[config.mk]
export PLATFORM = sky130hd
export DESIGN_NAME = escaped_frame_receiver_crc16_top
export DESIGN_NICKNAME = d
export VERILOG_FILES = /design/src/hw/rtl/efr_pkg.sv /design/src/hw/rtl/efr_crc16.sv /design/src/hw/rtl/efr_parser.sv /design/src/hw/rtl/escaped_frame_receiver_crc16_top.sv
export SDC_FILE = /design/constraint.sdc
export NUM_CORES = 1
export LEC_CHECK = 0
export BUFFER_PORTS_ARGS = -buffer_cell sky130_fd_sc_hd__buf_2
export CAP_MARGIN = 15
export CORE_UTILIZATION = 60
export CTS_CLUSTER_DIAMETER = 60
export DETAILED_ROUTE_END_ITERATION = 10
export MAX_ROUTING_LAYER = met4
export PLACE_DENSITY_LB_ADDON = 0.1
export SKIP_LAST_GASP = 1
export SLEW_MARGIN = 20
export SYNTH_ARGS = -nofsm -noshare
export SYNTH_HDL_FRONTEND = slang
export SYNTH_HIERARCHICAL = 1
export SYNTH_SLANG_ARGS = --single-unit
[constraint.sdc]
create_clock -name i_clk -period 9.98 [get_ports i_clk]
set_input_delay 1.996 -clock i_clk [delete_from_list [all_inputs] [get_ports i_clk]]
set_output_delay 1.996 -clock i_clk [all_outputs]
set_load 0.1 [all_outputs]
[src/hw/rtl/efr_pkg.sv]
// Shared types and constants for the escaped frame receiver.
package efr_pkg;

    // Configuration register indexes.
    localparam logic [1:0] CFG_START_BYTE  = 2'd0;
    localparam logic [1:0] CFG_ESC_CODE    = 2'd1;
    localparam logic [1:0] CFG_CRC_POLY    = 2'd2;
    localparam logic [1:0] CFG_SENDER_MASK = 2'd3;

    localparam logic [7:0]  RST_START_BYTE  = 8'hFD;
    localparam logic [7:0]  RST_ESC_CODE    = 8'hFC;
    localparam logic [15:0] RST_CRC_POLY    = 16'h1002;
    localparam logic [7:0]  RST_SENDER_MASK = 8'h08;

    localparam logic [15:0] CRC_SEED   = 16'hFFFF;
    localparam logic [7:0]  ESC_BIT    = 8'h80;

    // Frame layout positions, as 9-bit values wide enough for any position.
    localparam logic [8:0] POS_CONTROL  = 9'd4;
    localparam logic [8:0] POS_LENGTH   = 9'd9;
    localparam logic [8:0] SENDER_BYTES = 9'd4;
    localparam logic [7:0] MIN_LENGTH   = 8'd2;

    typedef struct packed {
        logic [7:0]  start_byte;
        logic [7:0]  esc_code;
        logic [15:0] crc_polynomial;
        logic [7:0]  sender_flag_mask;
    } t_cfg;

    typedef struct packed {
        logic        byte_stored;
        logic [6:0]  byte_index;
        logic [7:0]  byte_value;
        logic        frame_ok;
        logic        crc_error;
        logic        length_error;
        logic [31:0] target_address;
        logic [31:0] sender_address;
        logic [7:0]  control_value;
        logic [7:0]  payload_length;
    } t_result;

endpackage

[src/hw/rtl/efr_crc16.sv]
// Eight-bit unrolled update of the bit-serial CRC-16.
module efr_crc16 (
    input  logic [15:0] i_crc,
    input  logic [7:0]  i_data,
    input  logic [15:0] i_poly,
    output logic [15:0] o_crc
);
    always_comb begin
        logic [15:0] c;
        logic        top;
        c = i_crc;
        for (int k = 0; k < 8; k++) begin
            top = c[15];
            c   = {c[14:0], i_data[7 - k]};
            if (top) begin
                c = c ^ i_poly;
            end
        end
        o_crc = c;
    end
endmodule

[src/hw/rtl/efr_parser.sv]
// Frame state and the per-byte parsing step.
module efr_parser #(
    parameter int MAX_LENGTH = 64
) (
    input  logic             i_clk,
    input  logic             i_rst_n,
    input  logic             i_step,
    input  logic [7:0]       i_byte,
    input  efr_pkg::t_cfg    i_cfg,
    output efr_pkg::t_result o_result
);
    import efr_pkg::*;

    localparam int POS_W = $clog2(MAX_LENGTH + 10);
    localparam logic [7:0] MAX_LEN8 = 8'(MAX_LENGTH);

    logic             r_in_frame, n_in_frame;
    logic             r_esc, n_esc;
    logic [POS_W-1:0] r_pos, n_pos;
    logic [15:0]      r_crc, n_crc;
    logic [31:0]      r_target, n_target;
    logic [31:0]      r_sender, n_sender;
    logic [7:0]       r_control, n_control;
    logic [7:0]       r_length, n_length;

    logic        is_esc, is_start;
    logic [7:0]  eb;
    logic [15:0] crc_in, crc_out;
    logic [8:0]  pos9;
    t_result     res;

    assign is_esc   = (i_byte == i_cfg.esc_code);
    assign is_start = !is_esc && (i_byte == i_cfg.start_byte);
    assign eb       = r_esc ? (i_byte | ESC_BIT) : i_byte;
    assign crc_in   = is_start ? CRC_SEED : r_crc;
    assign pos9     = 9'(r_pos);

    efr_crc16 u_crc (
        .i_crc  (crc_in),
        .i_data (is_start ? i_byte : eb),
        .i_poly (i_cfg.crc_polynomial),
        .o_crc  (crc_out)
    );

    always_comb begin
        n_in_frame = r_in_frame;
        n_esc      = r_esc;
        n_pos      = r_pos;
        n_crc      = r_crc;
        n_target   = r_target;
        n_sender   = r_sender;
        n_control  = r_control;
        n_length   = r_length;
        res        = '0;

        if (is_esc) begin
            n_esc = 1'b1;
        end else if (is_start) begin
            n_in_frame = 1'b1;
            n_esc      = 1'b0;
            n_pos      = '0;
            n_target   = '0;
            n_sender   = '0;
            n_control  = '0;
            n_length   = '0;
            n_crc      = crc_out;
        end else if (r_in_frame) begin
            n_esc            = 1'b0;
            n_crc            = crc_out;
            res.byte_stored  = 1'b1;
            res.byte_index   = pos9[6:0];
            res.byte_value   = eb;
            n_pos            = r_pos + POS_W'(1);
            if (pos9 < POS_CONTROL) begin
                n_target = {r_target[23:0], eb};
            end else if (pos9 == POS_CONTROL) begin
                n_control = eb;
                // Without the sender flag the four sender positions are skipped.
                if ((eb & i_cfg.sender_flag_mask) == 8'd0) begin
                    n_pos = POS_W'(pos9 + SENDER_BYTES + 9'd1);
                end
            end else if (pos9 < POS_LENGTH) begin
                n_sender = {r_sender[23:0], eb};
            end else if (pos9 == POS_LENGTH) begin
                n_length = eb;
                if (eb > MAX_LEN8 || eb < MIN_LENGTH) begin
                    n_in_frame       = 1'b0;
                    n_pos            = r_pos;
                    res.length_error = 1'b1;
                end
            end else if (pos9 == POS_LENGTH + {1'b0, r_length}) begin
                n_in_frame = 1'b0;
                n_pos      = r_pos;
                if (crc_out == 16'd0) begin
                    res.frame_ok       = 1'b1;
                    res.payload_length = r_length - MIN_LENGTH;
                end else begin
                    res.crc_error = 1'b1;
                end
            end
        end

        res.target_address = n_target;
        res.sender_address = n_sender;
        res.control_value  = n_control;
    end

    assign o_result = res;

    always_ff @(posedge i_clk) begin
        if (!i_rst_n) begin
            r_in_frame <= 1'b0;
            r_esc      <= 1'b0;
            r_pos      <= '0;
            r_crc      <= CRC_SEED;
            r_target   <= '0;
            r_sender   <= '0;
            r_control  <= '0;
            r_length   <= '0;
        end else if (i_step) begin
            r_in_frame <= n_in_frame;
            r_esc      <= n_esc;
            r_pos      <= n_pos;
            r_crc      <= n_crc;
            r_target   <= n_target;
            r_sender   <= n_sender;
            r_control  <= n_control;
            r_length   <= n_length;
        end
    end
endmodule

[src/hw/rtl/escaped_frame_receiver_crc16_top.sv]
// Top level of the escaped frame receiver: input register, parser and result register.
//
// Raw bus bytes enter on the input channel (i_valid/o_ready, i_rx_byte).
// Every accepted byte yields exactly one result transfer on the output
// channel (o_valid/i_ready): the stored byte and its frame index, the held
// header fields, and on the last byte of a frame either frame_ok with the
// payload length or crc_error; length_error flags a bad length byte.
// A byte is parsed and has its CRC updated while it sits in the input
// register and moves into the result register when that register is free
// or being emptied. One byte per cycle is sustained while i_ready stays
// high; the loop through the frame state and the unrolled 8-bit CRC sets
// that figure.
// When the receiver holds i_ready low, the result register keeps its value,
// the input register holds one more byte, and o_ready then drops.
// Reset (synchronous, i_rst_n low) empties both registers, leaves the parser
// outside a frame with the CRC at all ones, and restores the configuration
// defaults. Configuration writes (i_cfg_we) are registered in the configuration register.
module escaped_frame_receiver_crc16_top #(
    parameter int MAX_LENGTH = 64
) (
    input  logic        i_clk,
    input  logic        i_rst_n,
    input  logic        i_cfg_we,
    input  logic [1:0]  i_cfg_index,
    input  logic [15:0] i_cfg_data,
    input  logic        i_valid,
    output logic        o_ready,
    input  logic [7:0]  i_rx_byte,
    output logic        o_valid,
    input  logic        i_ready,
    output logic        o_byte_stored,
    output logic [6:0]  o_byte_index,
    output logic [7:0]  o_byte_value,
    output logic        o_frame_ok,
    output logic        o_crc_error,
    output logic        o_length_error,
    output logic [31:0] o_target_address,
    output logic [31:0] o_sender_address,
    output logic [7:0]  o_control_value,
    output logic [7:0]  o_payload_length
);
    import efr_pkg::*;

    t_cfg    r_cfg;
    logic    r_in_valid;
    logic [7:0] r_in_byte;
    logic    r_out_valid;
    t_result r_out;
    t_result step_res;
    logic    step;

    // The parsed byte moves on when the result register is free or being emptied.
    assign step    = r_in_valid && (!r_out_valid || i_ready);
    assign o_ready = !r_in_valid || step;

    always_ff @(posedge i_clk) begin
        if (!i_rst_n) begin
            r_cfg.start_byte       <= RST_START_BYTE;
            r_cfg.esc_code         <= RST_ESC_CODE;
            r_cfg.crc_polynomial   <= RST_CRC_POLY;
            r_cfg.sender_flag_mask <= RST_SENDER_MASK;
        end else if (i_cfg_we) begin
            unique case (i_cfg_index)
                CFG_START_BYTE:  r_cfg.start_byte       <= i_cfg_data[7:0];
                CFG_ESC_CODE:    r_cfg.esc_code         <= i_cfg_data[7:0];
                CFG_CRC_POLY:    r_cfg.crc_polynomial   <= i_cfg_data;
                CFG_SENDER_MASK: r_cfg.sender_flag_mask <= i_cfg_data[7:0];
                default: ;
            endcase
        end
    end

    always_ff @(posedge i_clk) begin
        if (!i_rst_n) begin
            r_in_valid <= 1'b0;
        end else if (o_ready) begin
            r_in_valid <= i_valid;
        end
    end

    always_ff @(posedge i_clk) begin
        if (i_valid && o_ready) begin
            r_in_byte <= i_rx_byte;
        end
    end

    efr_parser #(
        .MAX_LENGTH (MAX_LENGTH)
    ) u_parser (
        .i_clk    (i_clk),
        .i_rst_n  (i_rst_n),
        .i_step   (step),
        .i_byte   (r_in_byte),
        .i_cfg    (r_cfg),
        .o_result (step_res)
    );

    always_ff @(posedge i_clk) begin
        if (!i_rst_n) begin
            r_out_valid <= 1'b0;
        end else if (step) begin
            r_out_valid <= 1'b1;
        end else if (i_ready) begin
            r_out_valid <= 1'b0;
        end
    end

    always_ff @(posedge i_clk) begin
        if (step) begin
            r_out <= step_res;
        end
    end

    assign o_valid          = r_out_valid;
    assign o_byte_stored    = r_out.byte_stored;
    assign o_byte_index     = r_out.byte_index;
    assign o_byte_value     = r_out.byte_value;
    assign o_frame_ok       = r_out.frame_ok;
    assign o_crc_error      = r_out.crc_error;
    assign o_length_error   = r_out.length_error;
    assign o_target_address = r_out.target_address;
    assign o_sender_address = r_out.sender_address;
    assign o_control_value  = r_out.control_value;
    assign o_payload_length = r_out.payload_length;

    // A frame ends in at most one way.
    a_one_outcome: assert property (@(posedge i_clk) disable iff (!i_rst_n)
        r_out_valid |-> !(r_out.frame_ok && r_out.crc_error)
                        && !(r_out.frame_ok && r_out.length_error)
                        && !(r_out.crc_error && r_out.length_error))
        else $error("more than one frame outcome in one result");

    // Every frame outcome comes from a stored frame byte.
    a_outcome_stored: assert property (@(posedge i_clk) disable iff (!i_rst_n)
        r_out_valid && (r_out.frame_ok || r_out.crc_error || r_out.length_error)
        |-> r_out.byte_stored)
        else $error("frame outcome without a stored byte");

    // Without a stored byte the index and value read as zero.
    a_idle_zero: assert property (@(posedge i_clk) disable iff (!i_rst_n)
        r_out_valid && !r_out.byte_stored
        |-> r_out.byte_index == 7'd0 && r_out.byte_value == 8'd0)
        else $error("index or value set without a stored byte");

    // A byte waiting behind a stalled result stays in the input register.
    a_input_held: assert property (@(posedge i_clk) disable iff (!i_rst_n)
        r_in_valid && r_out_valid && !i_ready |=> r_in_valid && $stable(r_in_byte))
        else $error("input byte lost during a stall");

    // The result register takes a new item only once the previous one is gone.
    a_no_overwrite: assert property (@(posedge i_clk) disable iff (!i_rst_n)
        step |-> !r_out_valid || i_ready)
        else $error("result overwritten before transfer");
endmodule

==> metrics.md <==
| Metric | Value |
|---|---|
| Status | completed |
| Top layer in use | met4 |
| Clk buf depth | 3 |
| Critical-path top delay cell | nor2_1 |
| Vias in the first global route | 10100 |
| Total chip power | 0.00252 W |
| Metal1 wirelength | about 17 mm |
| Dominant cell type by area after synthesis | edfxtp_1 |
| Worst-Margin Slew | about 1100 ps |
| Largest family of logic cells by synthesized area | simple AND/OR/NAND/NOR gates |
| Wire length per cell | between 15 and 20 um |
| Syn_nets | approximately 1600 |
| Leakage | between 5 and 6 nW |
| Reg-to-reg endpoint | o_payload_length[4] |
| Post-Synth Simple-Gate Area | 21.6% |
| Initial Util | 62.1% |
| Row count | 55 |
| Top cell type's share of synthesized area | between 20% and 30% |
| Yosys cell types | 83 |
| Hold_sp | u_parser/r_crc[1] |
| Worst setup EP type | flop |
| Max Slew Vio Count | 0 |
| RSZ-0062 raised after global routing | no |
| Wire length on met2 | 14.4 mm |
| Cell Chain, Critical Path | xnor2_1, nand4_1, nor2_1, nand2_1, buf_4, nand2b_1, buf_4, mux2_2, a221oi_2, xor2_1, or4_1, o2111ai_2, xnor2_2, a32oi_2, xor2_2, nor2b_1, mux2i_1, o211ai_2, xnor2_1, nor4_1, nand4_1, or2_1, nor2_2 |
| Clock Power Share | about two fifths |
| Fill count | 1843 |
| Global placement routability congestion | 0.964 |
| Chip height | 156 um |
| Die width | 156 um |
| Synth Instances | 1576 |
| Max-cap violations | 0 |
| Most frequent cell after synthesis | nand2_1 |
| Worst path arrival time | 8010 ps |
| Final Util | between 60% and 70% |
| Largest net degree at the start of global routing | 109 |
| TritonCTS clock tree | built |
| Hold-fix buffer count after cts | 0 |
| Worst Path Buf+Inv | 2 |
| I/O pins | 132 |
| Number of synthesis warnings | 6 |
| Fin. Hold Viols | 0 |
| Post-Synth XOR/XNOR Area | 8.44% |
| Critical path depth | 23 |
| TritonCTS Buffers | 27 |
| Setup_tns | 0 ps |
| Register-to-register setup slack | around 2400 ps |
| Top delay family on crit path | simple AND/OR/NAND/NOR gates |
| Clock-pin slew of the registers on the worst-case setup and hold paths | 60 ps |
| N_diodes | 0 |
| RR Startpoint | r_in_byte[1] |
| R2R cell count | 23 |
| Pwr/cell area | 160 mW/mm^2 |
| Clock Skew | 15.8 ps |
| FMAX | ~0.13 GHz |
| Clock Latency Late Sink | 550 ps |
| Post-synthesis compound-gate area fraction | 16.1% |
| Cell Area, Synth | around 0.014 mm^2 |
| DP Area | 0.0148 mm^2 |
| Routed length on met3 | 2.81 mm |
| Period utilization | 76.2% |
| Core area | roughly 0.023 mm^2 |
| Drc violations | 0 |
| First-pass iteration count of the detailed router | 5 |
| Aggregate global routing overflow | 0 |
| Die ar. | approximately 0.024 mm^2 |
| Crit-path max cell delay | 810 ps |
| CP Class | flop to flop |
| Via count | 11700 |
| Post-CTS Setup Inserts | 0 |
| Number of flops mapped to enable cells by yosys | roughly 110 |
| Final Instance Area | 0.0157 mm^2 |
| Final net count | about 1700 |
| IO Port Bufs | 131 |
| Syn Area/Cell | 9.03 um^2 |
| Main synth FF type | dfxtp_1 |
| Routed vias/inst | roughly 6.0 |
| Antenna violations before repair | 0 |
| Post-synth top cells | 323 x nand2_1, 147 x dfxtp_1, 107 x edfxtp_1 |
| Slew HR | 26.9% |
| Startpoint types | flop |
| Synth top area cells | edfxtp_1 23%, dfxtp_1 21%, nand2_1 8.5% |
| Minimum clock period | approximately 7600 ps |
| Gr usage total | around 29% |
| Global-route wire length before repair | approximately 55 mm |
| CTS root buf | clkbuf_16 |
| Hpwl dp | 23.3 mm |
| Area delta synth->final | 10.4% |
| Sequential share of power | roughly 45% |
| Layout cells sized above 1 | 14.3% |
| Seq/Total Area, Yosys | between 40% and 50% |
| Multiplexer share of the synthesized area | slightly above 5% |
| Worst vdd ir | 0.117 mV |
| Async SR Flop Fraction | 0% |
| Antenna Violating Nets Remaining | 0 |
| Sw frac | 28.3% |
| Comb pwr share | 15.3% |
| CP max FO | 31 |
| Switch Pwr | 0.000712 W |
| Pint | 0.00181 W |
| Final setup vio count | 0 |
| CTS Sinks | 254 |
| Adder-Cell Fraction of Synth Area | less than 1% |
| Critical Path RT | 10390 ps |
| Worst setup path endpoint | o_payload_length[4] |
| Hold Path Class | flop to flop |
| # H-tree levels | 1 |
| Post-Route WL | 35.1 mm |
| Flops & latches, synth | 254 |
| Post-CTS sizing | 0 |
| Crit. Startpoint | r_in_byte[1] |
| DR iter-0 viols | 1330 |
-- placed cells by master (no fill, tap or decap), types with 13 or more instances in the layout --
cell type  Yosys  layout
inv_1         15      15
clkbuf_16      0      27
and2_1        21      20
o21ai_0       45      45
edfxtp_1     107     107
nand3_1       20      20
or3_1         18      18
nor2_1        43      42
a22oi_1       51      51
nand2b_1      23      23
a21boi_0      24      24
a32oi_1       23      23
nand2_1      323     323
dfxtp_1      147     146
o21ai_1       15      13
xnor2_1      103     103
xor2_1        14      14
buf_2         46     130
nor2b_1       88      87
mux2i_1       68      68
buf_4          2      20
a21oi_1       86      86
-- flip-flops by register name (all words and copies together) (netlist names), 16 cells and up --
| signal | count |
|---|---|
| o_sender_address | 32 |
| r_cfg | 40 |
| u_parser/r_target | 32 |
| u_parser/r_crc | 16 |
| o_target_address | 32 |
| u_parser/r_sender | 32 |
-- through the flow --
step           hold WS, ps  cells  setup WS, ps
2_1_floorplan          431   1576          1610
5_1_grt                490   1948          1790
4_1_cts                464   1948          2480
6_report               468   1948          2380
3_5_place_dp           448   1898          2520
3_3_place_gp           454   1898          2830
-- worst register-to-register path, stage by stage (launching register included) --
cell,delay (ps)
edfxtp_1,620
xnor2_1,270
nand4_1,110
nor2_1,810
nand2_1,160
buf_4,280
nand2b_1,120
buf_4,300
mux2_2,390
a221oi_2,300
xor2_1,790
or4_1,260
o2111ai_2,180
xnor2_2,370
a32oi_2,200
xor2_2,590
nor2b_1,290
mux2i_1,110
o211ai_2,180
xnor2_1,120
nor4_1,270
nand4_1,160
or2_1,410
nor2_2,150
-- per-layer routing --
metal  up-vias  track usage, %
met5         -               -
met4         0            8.73
met3        68            3.72
met2       532            38.9
met1      5486            45.5
li1       5583               -
-- how the worst min path moves through the flow --
| stage | slack, ps | cells after the start | end |
|---|---|---|---|
| detailed placement | 450 | 2 | u_parser/r_crc[1] |
| global route | 490 | 2 | r_cfg[33] |
| CTS | 460 | 2 | u_parser/r_crc[1] |
| global placement | 450 | 2 | u_parser/r_crc[1] |
| finish | 470 | 2 | u_parser/r_crc[1] |
| floorplan | 430 | 2 | r_cfg[13] |
-- layout make-up --
cell class / instances / area (um^2) / share of cell area (%)
Clock buffer: 31 / 701 / 4.46
Multi-Input combinational cell: 1166 / 7410 / 47.2
Timing Repair Buffer: 150 / 801 / 5.10
Inverter: 15 / 56.3 / 0.358
Clock inverter: 19 / 193 / 1.23
Sequential cell: 254 / 6160 / 39.2
Tap cell: 313 / 392 / 2.49
-- logic make-up (layout without fill, tap and decap cells) --
family / Yosys count / in the layout
buf+inv: 156 / 215
mux: 72 / 72
fa+ha+maj: 6 / 6
compound gates: 332 / 332
xor+xnor: 126 / 126
simple gates: 630 / 630
flops: 254 / 254
-- power groups by stage --
stage | clock (W) | combinational (W) | sequential (W)
floorplan | 0 | 0.000216 | 0.00126
global placement | 0 | 0.000376 | 0.00115
detailed placement | 0 | 0.000381 | 0.00116
CTS | 0.00101 | 0.000381 | 0.00113
global route | 0.00105 | 0.000405 | 0.00114
finish | 0.00100 | 0.000384 | 0.00113
Note: power is estimated with default switching activity, not from simulation.
